$ cat config.mk
export PLATFORM = sky130hd
export DESIGN_NAME = lphs_ram
export DESIGN_NICKNAME = d
export VERILOG_FILES = /design/src/lphs_ram.sv
export SDC_FILE = /design/constraint.sdc
export NUM_CORES = 2
export LEC_CHECK = 0
export ABC_AREA = 0
export BUFFER_PORTS_ARGS = -buffer_cell sky130_fd_sc_hd__buf_2
export CORE_ASPECT_RATIO = 1.4
export CORE_MARGIN = 2
export CORE_UTILIZATION = 57
export DETAILED_ROUTE_END_ITERATION = 6
export PLACE_DENSITY = 0.84
export RECOVER_POWER = 50
export SETUP_SLACK_MARGIN = 0.3
export SLEW_MARGIN = 5
export SYNTH_ARGS = -nofsm -noshare
export SYNTH_HDL_FRONTEND = slang
export SYNTH_SLANG_ARGS = --single-unit
$ cat constraint.sdc
create_clock -name clk -period 2.84 [get_ports clk]
set_clock_uncertainty 0.15 [all_clocks]
set_input_delay 0.71 -clock clk [delete_from_list [all_inputs] [get_ports clk]]
set_output_delay 0.71 -clock clk [all_outputs]
set_load 0.02 [all_outputs]
$ cat src/lphs_ram.sv
// Generic single-write, single-read synchronous RAM with registered read data.
module lphs_ram #(
    parameter int WIDTH = 8,
    parameter int DEPTH = 256,
    localparam int AW   = $clog2(DEPTH)
) (
    input  logic             clk,
    input  logic             wr_en,
    input  logic [AW-1:0]    wr_addr,
    input  logic [WIDTH-1:0] wr_data,
    input  logic             rd_en,
    input  logic [AW-1:0]    rd_addr,
    output logic [WIDTH-1:0] rd_data
);

    logic [WIDTH-1:0] mem_reg [DEPTH];
    logic [WIDTH-1:0] rd_data_reg;

    // Write port
    always_ff @(posedge clk)
    begin
        if (wr_en)
        begin
            mem_reg[wr_addr] <= wr_data;
        end
    end

    // Registered read port
    always_ff @(posedge clk)
    begin
        if (rd_en)
        begin
            rd_data_reg <= mem_reg[rd_addr];
        end
    end

    assign rd_data = rd_data_reg;

endmodule

==> results.cfg <==
[route]
num_vias = 46700
via_per_inst = 7.42
wirelength_um = 256000
drc = 2
ant_nets = 0
drt_iter0_markers = 9126
route.detailed.wl_per_inst_um = 40.7
firstDrtPassIters = 7

[grt]
grt_pass1_vias = 46300
antenna_found_initial = 15
grt_max_degree = 93
grt_pass1_wl_um = 340000
grtUsageTotal = 0.340
grt_overflow = 0

[critical_path]
endpoint_kind = flip-flop
path_class = input pin to flip-flop
worstPathArrival_ns = 3.65
critPathMaxFanout = 9
r2r_slack_ns = -0.18
required_ns = 3.32
startpoint_type = input pin

[clock_tree]
cts_tree = done
cts-root-buf = clkbuf_16
cts_hold_buf = 0
clock_latency_ns = 0.83
cts.clk_slew.worst_paths_ns = 0.07
numClockSinks = 2056
clk_path_buf_depth = 3
cts_buffers = 171
htreeDepth = 4

[power]
switching_power_w = 0.0140
pwr-share-clk = 0.398
pwr-share-comb = 0.066
power_density_nw_per_um2 = 666
p_sw_frac = 0.224
leakagePower_nw = 30.0
internal-power_w = 0.0485
seqPwrFrac = 0.535
peakVddDrop_v = 0.000625

[outcome]
outcome = finished with violations
violations = design-rule violations, max-capacitance violations, max-slew violations, negative setup slack

[timing]
setup_violations = 6
setup_ws_ns = -0.333
rsz0062_at_grt = true
fmax_mhz = 315
finalCritPeriodShare = 1.12
period_needed_ns = 3.17
whs_ns = 0.241
tightest_slew_ns = 2.78
drv_slew = 560
slew_headroom = -0.857
hold_viol_final = 0
setup_tns_ns = -0.709

[yosys]
synth.most_common_cell = edfxtp_1
synth-edff-count = 2056
syn_area_per_cell_um2 = 21.3
ys_types = 54
synthTopCellsByCount = edfxtp_1, mux4_2, nor2_1
synth_seq_area_share = 0.775
syn_inst = 3733
synth_fp_nets = 3760
synth_warnings = 0
yosysTopAreaCellShare = 0.775
synth_top_area_cell = edfxtp_1
synthTopCellsByArea = edfxtp_1, mux4_2, mux2i_1, nor2_1, a22oi_1
synth-main-ff-cell = edfxtp_1
ys_async_sr_fraction = 0
ys_ff_latch = 2056
syn_area_um2 = 79600

[floorplan]
coreArea_um2 = 139000
start_util = 0.573
pin_count = 35
die_h_um = 446
rows = 162
die-width_um = 320
die_area_um2 = 143000

[cells_and_area]
nNetsFinal = 4368
drive_gt1_frac = 0.358
synthToLayoutAreaGrowth_pct = 18.0
register_area_um2 = 61700
fillers = 7533
multi_input_area_um2 = 18000
largest_reg_flops = 2048

[place]
hpwl_um = 135000
place_ws_ns = -1.35
portBuffers = 34
gp_congestion = 0.958

[flow_run]
maxCapViolations = 10

[hold_path]
hold_path_class = input pin to flip-flop
==> final timing paths <==
check | cells after the start | from | end
max | 9 | rd_addr[2] | rd_data[1]
min | 1 | wr_data[7] | mem_reg[90][7]
max reg2reg | 6 | mem_reg[172][1] | rd_data[1]
min reg2reg | 5 | mem_reg[240][7] | rd_data[7]
==> power groups by stage <==
stage / registers (W) / logic [W] / clock network (W)
floorplan: 0.0341 / 0.00171 / 0
global placement: 0.0341 / 0.00332 / 0
detailed placement: 0.0341 / 0.00344 / 0
CTS: 0.0335 / 0.00373 / 0.0245
global route: 0.0335 / 0.00415 / 0.0257
finish: 0.0335 / 0.00414 / 0.0249
==> kinds of logic after synthesis <==
group / Yosys count / share of synthesized area
flops: 2056 / 0.775
mux: 591 / 0.146
simple gates: 466 / 0.0263
compound gates: 385 / 0.0342
buf+inv: 235 / 0.0183
==> placed cells by master, fill, tap and decap left out, drive strengths merged, types with 7 or more instances in the layout <==
cell      Yosys  routed
edfxtp     2056    2056
buf         122     635
mux4        456     456
nor2        282     282
clkbuf      111     233
mux2i       134     134
a22oi       133     133
a21oi        96      96
clkinv        1      69
o221ai       47      47
nand3        34      34
nand2        33      33
nor2b        31      31
o22ai        28      28
nor4         27      27
nor3         22      22
bufinv        0      21
a211oi       16      16
a221oi       14      14
o21ai        12      12
clkinvlp      0      11
diode         0      10
nand4        10      10
o211ai       10      10
a22o          8       8
nand2b        8       8
inv           1       7
==> worst max-delay path: stages <==
cell and delay (ns):
buf_4 0.18, buf_4 0.33, or2_2 0.26, buf_4 0.13, o22a_1 0.18, o21ai_0 0.23
a2111oi_1 0.99, nor3_4 0.27, nor4_4 0.35
==> metrics by stage <==
stage	instance area, um2	std cells	util	total power (W)
final	94000	6294	0.676	0.0626
after global routing	94000	6285	0.676	0.0633
after CTS	93500	6255	0.672	0.0617
after detailed placement	86900	5930	0.625	0.0376
after global placement	86900	5930	0.625	0.0375
after floorplan	80600	3733	-	0.0359
==> what timing repair did <==
item	CTS	global route
setup endpoints to repair	8	8
resized for setup	100	85
pin swaps	20	31
setup buffers	6	26
cloned	7	3
==> metal layers <==
layer	track usage	share of wire	vias to the layer above
met1	0.379	0.27	22800
met3	0.0889	0.14	1623
met5	0	0.00038	-
met2	0.555	0.47	5389
li1	-	-	16900
met4	0.275	0.11	14
==> area by class of cell <==
type,count,share of cell area
clock buffer,206,0.0490
tap,1804,0.0240
antenna,10,0.000266
timing repair buffer,668,0.0666
sequential,2056,0.657
multi-input combinational,1442,0.191
inverter,2,0.0000799
clock inverter,106,0.0119
(Power assumes the default switching activity.)
