--- config.mk ---
export PLATFORM = sky130hd
export DESIGN_NAME = lphs_ctrl
export DESIGN_NICKNAME = d
export VERILOG_FILES = /design/src/lphs_pkg.sv /design/src/lphs_ctrl.sv
export SDC_FILE = /design/constraint.sdc
export NUM_CORES = 1
export LEC_CHECK = 0
export BUFFER_PORTS_ARGS = -buffer_cell sky130_fd_sc_hd__buf_2
export CORE_ASPECT_RATIO = 0.8
export CORE_MARGIN = 10
export CORE_UTILIZATION = 35
export CTS_CLUSTER_DIAMETER = 30
export CTS_CLUSTER_SIZE = 28
export DETAILED_ROUTE_END_ITERATION = 8
export HOLD_SLACK_MARGIN = 0.03
export PLACE_DENSITY = 0.5
export SYNTH_ARGS = -nofsm -noshare
export SYNTH_HDL_FRONTEND = slang
export SYNTH_SLANG_ARGS = --single-unit
--- constraint.sdc ---
create_clock -name clk -period 5.1 [get_ports clk]
set_input_delay 0.51 -clock clk [delete_from_list [all_inputs] [get_ports clk]]
set_output_delay 0.51 -clock clk [all_outputs]
set_load 0.01 [all_outputs]
--- src/lphs_pkg.sv ---
// Shared types and constants for the linear probing hash set.
package lphs_pkg;

    // Table geometry; SLOTS must be a power of two so the home slot is the key's low bits
    localparam int SLOTS   = 256;
    localparam int SLOT_W  = $clog2(SLOTS);
    localparam int CNT_W   = $clog2(SLOTS + 1);
    localparam int KEY_W   = 64;
    localparam int IDX_W   = 8;
    localparam int KC_W    = 9;
    localparam int ENTRY_W = KEY_W + 2;

    typedef enum logic [1:0] {
        OP_LOOKUP = 2'd0,
        OP_INSERT = 2'd1,
        OP_DELETE = 2'd2,
        OP_CLEAR  = 2'd3
    } op_t;

    typedef enum logic [1:0] {
        MARK_EMPTY = 2'd0,
        MARK_FULL  = 2'd1,
        MARK_TOMB  = 2'd2
    } mark_t;

    typedef enum logic [1:0] {
        ST_IDLE,
        ST_PROBE,
        ST_RESP
    } state_t;

    typedef struct packed {
        op_t              kind;
        logic [KEY_W-1:0] key;
    } req_t;

    typedef struct packed {
        logic             success;
        logic             table_full;
        logic [IDX_W-1:0] slot_index;
        logic [KC_W-1:0]  key_count;
    } rsp_t;

    // One slot as kept in the table memory
    typedef struct packed {
        mark_t            mark;
        logic [KEY_W-1:0] key;
    } entry_t;

endpackage

--- src/lphs_ctrl.sv ---
// Probe sequencer: walks the table memory, tracks slot liveness and the key count.
module lphs_ctrl
    import lphs_pkg::*;
(
    input  logic              clk,
    input  logic              rst_n,
    input  logic              req_valid,
    output logic              req_ready,
    input  req_t              req,
    output logic              res_valid,
    input  logic              res_ready,
    output rsp_t              res,
    output logic              wr_en,
    output logic [SLOT_W-1:0] wr_addr,
    output entry_t            wr_data,
    output logic              rd_en,
    output logic [SLOT_W-1:0] rd_addr,
    input  entry_t            rd_data
);

    state_t             state_reg, state_next;
    op_t                op_reg, op_next;
    logic [KEY_W-1:0]   key_reg, key_next;
    logic [SLOT_W-1:0]  addr_reg, addr_next;
    logic [SLOT_W-1:0]  steps_reg, steps_next;
    logic               free_found_reg, free_found_next;
    logic [SLOT_W-1:0]  free_reg, free_next;
    logic [CNT_W-1:0]   count_reg, count_next;
    logic [SLOTS-1:0]   live_reg, live_next;
    rsp_t               res_reg, res_next;

    mark_t              cur_mark;
    logic               is_full;
    logic               is_empty;
    logic               hit;
    logic               last;
    logic               stop;
    logic               free_any;
    logic [SLOT_W-1:0]  free_now;
    logic [SLOT_W-1:0]  addr_inc;

    // Classify the slot whose data just came back from memory
    always_comb
    begin
        cur_mark = live_reg[addr_reg] ? rd_data.mark : MARK_EMPTY;
        is_full  = (cur_mark == MARK_FULL);
        is_empty = (cur_mark == MARK_EMPTY);
        hit      = is_full && (rd_data.key == key_reg);
        last     = (steps_reg == SLOT_W'(SLOTS - 1));
        stop     = hit || is_empty || last;
        free_any = free_found_reg || !is_full;
        free_now = free_found_reg ? free_reg : addr_reg;
        addr_inc = (addr_reg == SLOT_W'(SLOTS - 1)) ? '0 : addr_reg + 1'b1;
    end

    // Next state and outputs
    always_comb
    begin
        state_next      = state_reg;
        op_next         = op_reg;
        key_next        = key_reg;
        addr_next       = addr_reg;
        steps_next      = steps_reg;
        free_found_next = free_found_reg;
        free_next       = free_reg;
        count_next      = count_reg;
        live_next       = live_reg;
        res_next        = res_reg;
        req_ready       = 1'b0;
        res_valid       = 1'b0;
        rd_en           = 1'b0;
        rd_addr         = addr_inc;
        wr_en           = 1'b0;
        wr_addr         = addr_reg;
        wr_data         = '{mark: MARK_FULL, key: key_reg};

        case (state_reg)
            ST_IDLE:
            begin
                req_ready = 1'b1;
                if (req_valid)
                begin
                    op_next         = req.kind;
                    key_next        = req.key;
                    addr_next       = req.key[SLOT_W-1:0];
                    steps_next      = '0;
                    free_found_next = 1'b0;
                    rd_addr         = req.key[SLOT_W-1:0];
                    res_next        = '{success: 1'b0, table_full: 1'b0,
                                        slot_index: '0, key_count: '0};
                    case (req.kind)
                        OP_CLEAR:
                        begin
                            // Drop every slot at once and zero the count
                            live_next        = '0;
                            count_next       = '0;
                            res_next.success = 1'b1;
                            state_next       = ST_RESP;
                        end
                        OP_INSERT:
                        begin
                            rd_en      = 1'b1;
                            state_next = ST_PROBE;
                        end
                        default:
                        begin
                            // Lookup and delete miss at once on an empty set
                            if (count_reg == '0)
                            begin
                                state_next = ST_RESP;
                            end
                            else
                            begin
                                rd_en      = 1'b1;
                                state_next = ST_PROBE;
                            end
                        end
                    endcase
                end
            end

            ST_PROBE:
            begin
                if (!stop)
                begin
                    // Advance to the next slot, remember the first free one
                    rd_en      = 1'b1;
                    addr_next  = addr_inc;
                    steps_next = steps_reg + 1'b1;
                    if (!is_full && !free_found_reg)
                    begin
                        free_found_next = 1'b1;
                        free_next       = addr_reg;
                    end
                end
                else
                begin
                    state_next = ST_RESP;
                    if (hit)
                    begin
                        res_next.slot_index = IDX_W'(addr_reg);
                        res_next.success    = (op_reg != OP_INSERT);
                        if (op_reg == OP_DELETE)
                        begin
                            // Leave a tombstone behind
                            wr_en        = 1'b1;
                            wr_addr      = addr_reg;
                            wr_data.mark = MARK_TOMB;
                            count_next   = count_reg - 1'b1;
                        end
                    end
                    else if (op_reg == OP_INSERT)
                    begin
                        if (free_any)
                        begin
                            wr_en               = 1'b1;
                            wr_addr             = free_now;
                            live_next[free_now] = 1'b1;
                            count_next          = count_reg + 1'b1;
                            res_next.success    = 1'b1;
                            res_next.slot_index = IDX_W'(free_now);
                        end
                        else
                        begin
                            res_next.table_full = 1'b1;
                        end
                    end
                end
            end

            ST_RESP:
            begin
                res_valid = 1'b1;
                if (res_ready)
                begin
                    state_next = ST_IDLE;
                end
            end

            default:
            begin
                state_next = ST_IDLE;
            end
        endcase

        // Report the count as it stands after the operation
        if (state_reg != ST_RESP)
        begin
            res_next.key_count = KC_W'(count_next);
        end
    end

    // Control state
    always_ff @(posedge clk or negedge rst_n)
    begin
        if (!rst_n)
        begin
            state_reg      <= ST_IDLE;
            count_reg      <= '0;
            live_reg       <= '0;
            free_found_reg <= 1'b0;
        end
        else
        begin
            state_reg      <= state_next;
            count_reg      <= count_next;
            live_reg       <= live_next;
            free_found_reg <= free_found_next;
        end
    end

    // Operation payload
    always_ff @(posedge clk)
    begin
        op_reg    <= op_next;
        key_reg   <= key_next;
        addr_reg  <= addr_next;
        steps_reg <= steps_next;
        free_reg  <= free_next;
        res_reg   <= res_next;
    end

    assign res = res_reg;

endmodule
==> results of run 1 <==
==> synthesized netlist by cell type (all sizes together) (3+ instances only) <==
library cell    n
a211oi          4
a21oi          32
a221o           3
a22oi           8
a31oi          11
a32o           65
and2            4
and3           11
and4            3
buf            40
clkbuf         76
dfrtp         268
edfxtp        109
ha              5
inv            12
mux2           18
mux2i          48
mux4           46
nand2         335
nand2b         11
nand3          41
nand3b          5
nand4          28
nor2           49
nor2b           8
nor3           31
nor3b           3
nor4           18
o211ai          4
o21ai         213
o221ai          3
o22a            4
o31ai           6
o32ai           4
or2             3
or3             3
xnor2          54
xor2           19
==> cells by family after synthesis <==
group                      share of synthesized area
muxes                                         0.0954
and+or+nand+nor                                0.139
DFF                                            0.554
AOI/OAI and AO/OA                              0.137
adders and majority gates                    0.00347
buffers and inverters                         0.0362
xor gates and xnor gates                      0.0355
==> stage by stage <==
stage / hold WS, ns / power (mW) / instance area [sq um] / utilization / instances
after global routing: 0.0390 / 14.2 / 23300 / 0.457 / 2664
after detailed placement: 0.467 / 7.43 / 19900 / 0.391 / 2489
after floorplan: 0.214 / 6.01 / 18000 / - / 1638
after CTS: 0.0394 / 13.7 / 23300 / 0.456 / 2657
after global placement: 0.459 / 7.42 / 19900 / 0.391 / 2489
final: 0.0718 / 13.7 / 23300 / 0.457 / 2664
==> routing by layer <==
| layer | vias to the layer above | track usage | wire, um |
|---|---|---|---|
| met3 | 90 | 0.0479 | 4870 |
| met1 | 7571 | 0.297 | 29900 |
| met4 | 0 | 0.0600 | 1240 |
| li1 | 6598 | - | - |
| met2 | 597 | 0.304 | 28600 |
| met5 | - | 0 | 0 |
==> layout make-up <==
class	instances	area (sq um)	share of cell area
tap	684	856	0.0367
clock inverter	58	836	0.0359
clock buffer	109	2470	0.106
multi-input combinational	1131	7490	0.321
sequential	377	9980	0.428
timing repair buffer	286	1620	0.0695
antenna	5	12.5	0.000537
inverter	14	52.6	0.00225
==> what timing repair did <==
| action | 4_1_cts | 5_1_grt |
|---|---|---|
| pin swaps | 0 | 3 |
| setup endpoints to repair | 9 | 9 |
| hold buffers | 1 | 0 |
| hold endpoints to repair | 32 | 0 |
| gates resized for setup | 5 | 6 |
| setup buffers | 0 | 2 |
==> report_power, final <==
group / internal, mW / leakage, nW / switching [mW] / total (mW)
Combinational: 1.10 / 3.23 / 2.50 / 3.60
Sequential: 3.59 / 4.79 / 0.277 / 3.86
Clock: 4.31 / 1.60 / 1.89 / 6.20
Total: 9.00 / 9.62 / 4.67 / 13.7
==> worst paths after layout <==
check                        startpoint            end  slack (ns)  cells past startpoint
max in group asynchronous         rst_n  live_reg[146]        3.34                      3
max                         addr_reg[2]          wr_en        0.18                     10
min                             req[28]    key_reg[28]        0.07                      1
min reg2reg                live_reg[39]   live_reg[39]        0.47                      2
max reg2reg                 addr_reg[2]    free_reg[3]        0.78                     10
min in group asynchronous         rst_n   count_reg[6]        0.50                      2
==> summary.md, run 1 <==
| Metric | Value |
|---|---|
| Routed Antenna Nets | 0 |
| Data required time of the worst path | about 4.6 ns |
| Async SR Flop Fraction | 0.711 |
| Max-slew violation count | 0 |
| Synth top area cells | dfrtp_1 (37%), edfxtp_1 (18%), nand2_1 (6.9%) |
| Die area | slightly above 60,000 sq um |
| Nets | around 2,000 |
| Synth Instances | approximately 1,600 |
| Slowest cell on the critical path | edfxtp_1 |
| Leakage power | ~9.6 nW |
| Final setup viols | 0 |
| Vias | roughly 15,000 |
| Slew margin rel. | 0.0435 |
| Port Buf Inserts | 240 |
| First-pass GRT wire length | between 90 and 100 mm |
| Fillers | between 4,000 and 5,000 |
| Commonest non-fill, non-tap cell in the layout | nand2_1 |
| CTS Buf Count | 90 |
| Core Box Area | 51,000 sq um |
| Unique masters post-synth | 73 |
| Cell area after synthesis | about 18,000 sq um |
| Top cell type by total area after synthesis | dfrtp_1 |
| Final worst slack | 0.181 ns |
| Final hold viol count | 0 |
| Sink Count | around 380 |
| Ys flop type | dfrtp_1 |
| Share of layout cells above drive strength 1 | 0.268 |
| Largest net degree at the start of global routing | slightly below 200 |
| Warnings, synthesis | 0 |
| I/O pins | between 200 and 250 |
| Max FFs per register | around 260 |
| Max_cap viols | 0 |
| Total GRT Usage | 0.206 |
| Row cnt | 74 |
| PD cells | roughly 600 nW/um^2 |
| Final Skew | 0.0253 ns |
| Clock root cell | clkbuf_16 |
| Buf/Inv on CP | 2 |
| Cell Chain, Critical Path | buf_4 > nor2b_2 > a22oi_1 > a31oi_1 > a32oi_2 > nor3_1 > and4_1 > o21ai_1 > a21oi_1 > buf_2 |
| Via density | between 5 and 6 |
| Seq/Total Area, Yosys | 0.554 |
| Post-DP HPWL | 45.2 mm |
| Die W | 274 um |
| Least-Margin Pin Slew | 1.43 ns |
| Iteration count of the initial detailed-routing pass | 5 |
| WL/cell | around 24 um |
| Max frequency | approximately 200 MHz |
| Delay-heaviest family, CP | simple AND/OR/NAND/NOR gates |
| Syn nets | about 1,800 |
| Mean post-synth cell area | 11.0 sq um |
| Final min period | a little under 5 ns |
| Unrepaired setup endpoints after global routing | no |
| Area delta synth->final | 29.3% |
| Worst skew pair latency | between 0.6 and 0.7 ns |
| Critical path class | reg -> out |
| GRT overflow | 0 |
| CP max stage delay | slightly below 0.6 ns |
| DRC viols | 0 |
| Final cycle utilization of the critical path | 0.964 |
| # H-tree levels | 3 |
| Setup TNS | 0 ns |
| WL final | approximately 65 mm |
| Status | completed |
| Hold Crit Class | in -> reg |
| Starting Density | 0.353 |
| Worst VDD drop | just under 0.0003 V |
| CP Launch Type | flip-flop |
| Critical path capture point type | primary output |
| Synth Register Bits | around 380 |
| Synth top area share | 0.372 |
| Dpl ws | ~0.35 ns |
| Largest fanout on the critical path | 12 |
| Crit path DAT | roughly 4.4 ns |
| Vias in the first global route | ~15,000 |
| Most frequent cells in the layout | nand2_1 (332), dfrtp_1 (268), buf_2 (239) |
| Clk pin slew, worst setup/hold paths | about 0.050 ns |
| EDFF count, synth | 109 |
| Die Height | around 220 um |
| Max clock buf depth | 3 |
| DRT iter0 DRCs | about 1,600 |
| GPL Wtd Cong | ~0.86 |
| Initial antenna violation count | 5 |
| CTS tree | yes |
(Power assumes the default switching activity.)
==> inputs of run 2 (changes only) <==
Settings changed: BUFFER_PORTS_ARGS -buffer_cell sky130_fd_sc_hd__buf_2 to not set, DONT_BUFFER_PORTS set to 1, PLACE_DENSITY 0.5 to 0.46.
==> summary.md, run 2 (synthesized netlist as in run 1, its figures left out) <==
| Metric | Value |
|---|---|
| Critical path capture point type | primary output |
| Die Height | 223 um (unchanged) |
| Post-Layout Cell Count | 2,471 (-7.2%) |
| Worst skew pair latency | 0.61 ns (about the same) |
| Die area | 61,000 sq um (unchanged) |
| GRT overflow | 0 (unchanged) |
| Hold Crit Class | in -> async |
| Max FFs per register | 256 (unchanged) |
| DRC viols | 0 (unchanged) |
| Multi-input gate area | 7450 sq um (-0.43%) |
| WL/cell | 25.9 um (+6.8%) |
| Vias | 14,100 (-5.4%) |
| Cell Chain, Critical Path | buf_12 > buf_12 > mux4_2 > mux2i_1 > o211ai_1 > a211oi_2 > nor3_2 > and3_1 > buf_4 > a21oi_4 > and4_4 > mux2_1 |
| Max frequency | 202 MHz (-0.60%) |
| Hold_ws | -0.383 ns (-0.455 ns) |
| Worst VDD drop | 0.000312 V (+6.1%) |
| Core Box Area | 51,000 sq um (unchanged) |
| PD cells | 565 nW/um^2 (-3.7%) |
| CTS Buf Count | 81 (-10%) |
| Setup TNS | 0 ns (unchanged) |
| Final worst slack | 0.152 ns (-0.0294 ns) |
| Fillers | 4,838 (+1.2%) |
| # hold bufs at CTS | 66 (+65) |
| Critical path class | reg -> out |
| Total GRT Usage | 0.206 (-0.000682) |
| Final setup viols | 0 (unchanged) |
| Slew margin rel. | 0.0919 (+0.0484) |
| Routed Antenna Nets | 0 (unchanged) |
| Max_cap viols | 0 (unchanged) |
| Post-DP HPWL | 43.5 mm (-3.7%) |
| Slowest cell on the critical path | mux4_2 |
| Final min period | 4.95 ns (+0.0294 ns) |
| Dpl ws | 0.603 ns (+0.255 ns) |
| Final hold viol count | 268 (+268) |
| Status | complete, but fails checks |
| Crit path DAT | 4.44 ns (+0.03 ns) |
| Post-CTS Setup Inserts | 0 (unchanged) |
| First-pass GRT wire length | 95.0 mm (-1.9%) |
| CP max stage delay | 0.51 ns (-0.08 ns) |
| Nets | 1,862 (-8.8%) |
| Unrepaired setup endpoints after global routing | no |
| N_diodes | 0 (-5) |
| Failing checks | negative hold slack |
| Starting Density | 0.353 (unchanged) |
| Sink Count | 377 (unchanged) |
| Largest net degree at the start of global routing | 269 (+39%) |
| Largest fanout on the critical path | 32 (+20) |
| DRT iter0 DRCs | 1,588 (-0.19%) |
| Clk pin slew, worst setup/hold paths | 0.05 ns (about the same) |
| Commonest non-fill, non-tap cell in the layout | nand2_1 |
| Leakage power | 8.68 nW (-9.8%) |
| # H-tree levels | 3 (unchanged) |
| Via density | 5.69 (+2.0%) |
| Max-slew violation count | 0 (unchanged) |
| CTS tree | yes |
| Final Skew | 0.0323 ns (+0.00695 ns) |
| Share of layout cells above drive strength 1 | 0.153 (-0.115) |
| Clock root cell | clkbuf_16 |
| Reg2Reg Setup Slack | 0.65 ns (-0.13 ns) |
| Most frequent cells in the layout | nand2_1 (332), dfrtp_1 (268), o21ai_0 (173) |
| FF+latch area | 9980 sq um (unchanged) |
| CP Launch Type | flip-flop |
| Data required time of the worst path | 4.59 ns (about the same) |
| Placed Cells | 2,256 (-9.4%) |
| Initial antenna violation count | 0 (-5) |
| Area delta synth->final | 23.3% |
| GPL Wtd Cong | 0.875 (+1.2%) |
| Max clock buf depth | 3 (unchanged) |
| Port Buf Inserts | 0 (-100%) |
| Final cycle utilization of the critical path | 0.970 (+0.00577) |
| Least-Margin Pin Slew | 1.36 ns (-0.0660 ns) |
| Crit path top cell by count | buf_12 |
| I/O pins | 241 (unchanged) |
| Vias in the first global route | 13,900 (-5.2%) |
| Iteration count of the initial detailed-routing pass | 5 (unchanged) |
| Die W | 274 um (unchanged) |
| WL final | 64.0 mm (-0.94%) |
| Row cnt | 74 (unchanged) |
run 2: cell count changes in the layout (fill, tap and decap cells not counted), moves of 4 or more:
cell	change
buf_2	-239
dlygate4sd3_1	+65
bufinv_16	-10
clkbuf_16	-8
clkbuf_8	-6
clkinv_2	+6
clkinvlp_4	+6
diode_2	-5
inv_6	-5
buf_4	+4
run 2: per-layer routing:
metal,share of wire,up-vias,GRT usage
met1,0.44,7129,0.284
met4,0.023,0,0.0548
met5,0,-,0
li1,-,6202,-
met3,0.097,96,0.0711
met2,0.44,626,0.302
run 2: power by group:
part | total (mW) | switching [mW] | internal (mW)
Clock | 5.23 | 1.79 | 3.44
Combinational | 3.31 | 2.34 | 0.976
Sequential | 4.00 | 0.409 | 3.59
run 2: path summary, 6_finish.rpt:
path	start	to	depth (start not counted)
min in group clk	res_ready	state_reg[1]	2
max reg2reg	addr_reg[0]	live_reg[87]	13
max	addr_reg[0]	wr_addr[5]	12
min reg2reg	live_reg[39]	live_reg[39]	2
min	rst_n	state_reg[0]	0
max in group asynchronous	rst_n	live_reg[78]	0
run 2: layout make-up:
type,count,area share
clock buffers,92,0.0977
multi-input cells,1131,0.335
inverters,14,0.00236
repair buffers,116,0.0506
clock inverters,57,0.0262
flip-flops and latches,377,0.449
well taps,684,0.0385
run 2: repair_timing:
item / in CTS / in global routing
pin swaps: 0 / 1
endpoints found under the setup margin: 8 / 9
resized for setup: 1 / 2
endpoints found under the hold margin: 334 / 268
run 2: metrics by stage:
step	utilization	power [mW]	cell area (sq um)
final	0.436	12.5	22200
after global routing	0.436	13.1	22200
after floorplan	-	6.01	18000
after CTS	0.435	12.6	22200
after global placement	0.368	7.24	18800
after detailed placement	0.368	7.26	18800
run 2: critical path: cells and delay by family, from the launching register on:
family | cells | cell delay (ns)
buffers and inverters | 3 | 0.72
AO/OA/AOI/OAI | 3 | 0.74
AND/OR/NAND/NOR | 3 | 0.76
multiplexers | 3 | 1.15
flip-flops | 1 | 0.42
==> inputs of run 3 (changes only) <==
Settings changed: REMOVE_ABC_BUFFERS set to 1.
==> summary.md, run 3 (synthesized netlist as in run 1, its figures left out) <==
| Metric | Value |
|---|---|
| Max frequency | 201 MHz (-0.43%) |
| Die area | 61,000 sq um (unchanged) |
| Die W | 274 um (unchanged) |
| Max_cap viols | 0 (unchanged) |
| CTS tree | yes |
| Share of layout cells above drive strength 1 | 0.148 (-0.00448) |
| # hold bufs at CTS | 67 (+1.5%) |
| Final setup viols | 0 (unchanged) |
| Sink Count | 377 (unchanged) |
| Worst VDD drop | 0.000332 V (+6.2%) |
| Leakage power | 8.70 nW (+0.27%) |
| CTS Buf Count | 82 (+1.2%) |
| CP Depth | 10 (-2) |
| Status | complete, but fails checks |
| Slowest cell on the critical path | a2111oi_0 |
| Largest fanout on the critical path | 30 (-6.3%) |
| Critical path class | reg -> out |
| Failing checks | negative hold slack |
| Total GRT Usage | 0.204 (-0.00143) |
| Vias in the first global route | 14,000 (+0.98%) |
| Worst skew pair latency | 0.64 ns (+0.03 ns) |
| Row cnt | 74 (unchanged) |
| Post-DP HPWL | 43.0 mm (-1.0%) |
| Largest net degree at the start of global routing | 269 (unchanged) |
| CP Launch Type | flip-flop |
| Max clock buf depth | 3 (unchanged) |
| DRT iter0 DRCs | 1,482 (-6.7%) |
| First-pass GRT wire length | 94.7 mm (-0.33%) |
| R2R depth | 12 (-1) |
| Placed Cells | 2,251 (-0.22%) |
| Commonest non-fill, non-tap cell in the layout | nand2_1 |
| Vias | 13,900 (-1.1%) |
| Clk pin slew, worst setup/hold paths | 0.05 ns (about the same) |
| Final min period | 4.97 ns (+0.0215 ns) |
| Iteration count of the initial detailed-routing pass | 5 (unchanged) |
| GRT overflow | 0 (unchanged) |
| Port Buf Inserts | 0 (unchanged) |
| DRC viols | 0 (unchanged) |
| PD cells | 572 nW/um^2 (+1.3%) |
| Unrepaired setup endpoints after global routing | no |
| Least-Margin Pin Slew | 1.18 ns (-0.181 ns) |
| Area delta synth->final | 23.7% |
| Delay-heaviest family, CP | compound AO/OA/AOI/OAI gates |
| Via density | 5.62 (-1.1%) |
| Slew margin rel. | 0.210 (+0.118) |
| GPL Wtd Cong | 0.847 (-3.2%) |
| Core Box Area | 51,000 sq um (unchanged) |
| Nets | 1,859 (-0.16%) |
| Routed Antenna Nets | 0 (unchanged) |
| Hold Crit Class | in -> async |
| Crit path DAT | 4.46 ns (+0.02 ns) |
| I/O pins | 241 (unchanged) |
| WL/cell | 25.8 um (-0.45%) |
| CP max stage delay | 0.68 ns (+0.17 ns) |
| Max FFs per register | 256 (unchanged) |
| WL final | 63.7 mm (-0.45%) |
| Most frequent cells in the layout | nand2_1 (332), dfrtp_1 (268), o21ai_0 (173) |
| Data required time of the worst path | 4.59 ns (about the same) |
| Setup TNS | 0 ns (unchanged) |
| Final hold viol count | 268 (unchanged) |
| Critical path capture point type | primary output |
| Final Skew | 0.0403 ns (+0.00802 ns) |
| Max-slew violation count | 0 (unchanged) |
| Hold_ws | -0.380 ns (+0.00273 ns) |
| Clock root cell | clkbuf_16 |
| Final cycle utilization of the critical path | 0.974 (+0.00422) |
| Post-Layout Cell Count | 2,471 (unchanged) |
| Buf/Inv on CP | 2 (-1) |
| Starting Density | 0.353 (unchanged) |
| Fillers | 4,753 (-1.8%) |
| N_diodes | 0 (unchanged) |
| Cell Chain, Critical Path | buf_12 > mux4_2 > a22o_1 > a2111oi_0 > o32ai_1 > and3_1 > buf_4 > a21oi_4 > and4_4 > mux2_1 |
| # H-tree levels | 3 (unchanged) |
| Die Height | 223 um (unchanged) |
| Initial antenna violation count | 0 (unchanged) |
## run 3: cell type report
cell class,count,area (sq um),share of cell area
Clock inverter,54,749,0.0336
Multi-Input combinational cell,1131,7460,0.335
Sequential cell,377,9980,0.448
Tap cell,684,856,0.0384
Clock buffer,99,2170,0.0971
Timing Repair Buffer,112,1040,0.0465
Inverter,14,52.6,0.00236
## run 3: metrics by stage
step	hold slack, ns	instance area, sq um	utilization	worst slack (ns)	total power, mW
after global routing	-0.414	22300	0.437	0.0205	13.3
final	-0.380	22300	0.437	0.130	12.8
after floorplan	0.214	17400	-	-5.18	5.80
after CTS	-0.425	22300	0.437	0.00481	12.8
after detailed placement	0.252	18700	0.367	0.554	7.21
after global placement	0.253	18700	0.367	0.567	7.20
## run 3: what timing repair did
| action | CTS | global route |
|---|---|---|
| resized for setup | 2 | 1 |
| setup endpoints to repair | 8 | 8 |
| endpoints found under the hold margin | 335 | 268 |
| setup buffers | 0 | 0 |
## run 3: metal layers
| layer | global-route usage | wire length, um |
|---|---|---|
| met5 | 0 | 0 |
| met4 | 0.0511 | 1130 |
| met3 | 0.0651 | 5500 |
| met2 | 0.300 | 28300 |
| met1 | 0.286 | 28900 |
## run 3: worst reg2reg max path, cell delays in order (launching register included)
cell and delay [ns]:
edfxtp_1 0.40, buf_12 0.26, mux4_2 0.56, a22o_1 0.26, a2111oi_0 0.68, o32ai_1 0.31, and3_1 0.27, buf_4 0.18
a21oi_4 0.13, buf_4 0.20, o22a_2 0.15, buf_4 0.57, a32o_1 0.31
## run 3: power by group
| part | internal (mW) | leakage, nW | switching [mW] |
|---|---|---|---|
| Combinational | 0.922 | 2.52 | 2.31 |
| Sequential | 3.59 | 4.79 | 0.420 |
| Clock | 3.64 | 1.39 | 1.87 |
## run 3: final timing paths
kind,start,to,slack (ns)
worst min register to register,live_reg[227],live_reg[227],0.47
min in group clk,req[7],addr_reg[7],0.07
worst min-delay path,rst_n,live_reg[85],-0.38
worst max-delay path,addr_reg[0],wr_addr[1],0.13
worst max register to register,addr_reg[0],live_reg[132],0.75
max in group asynchronous,rst_n,live_reg[217],4.85
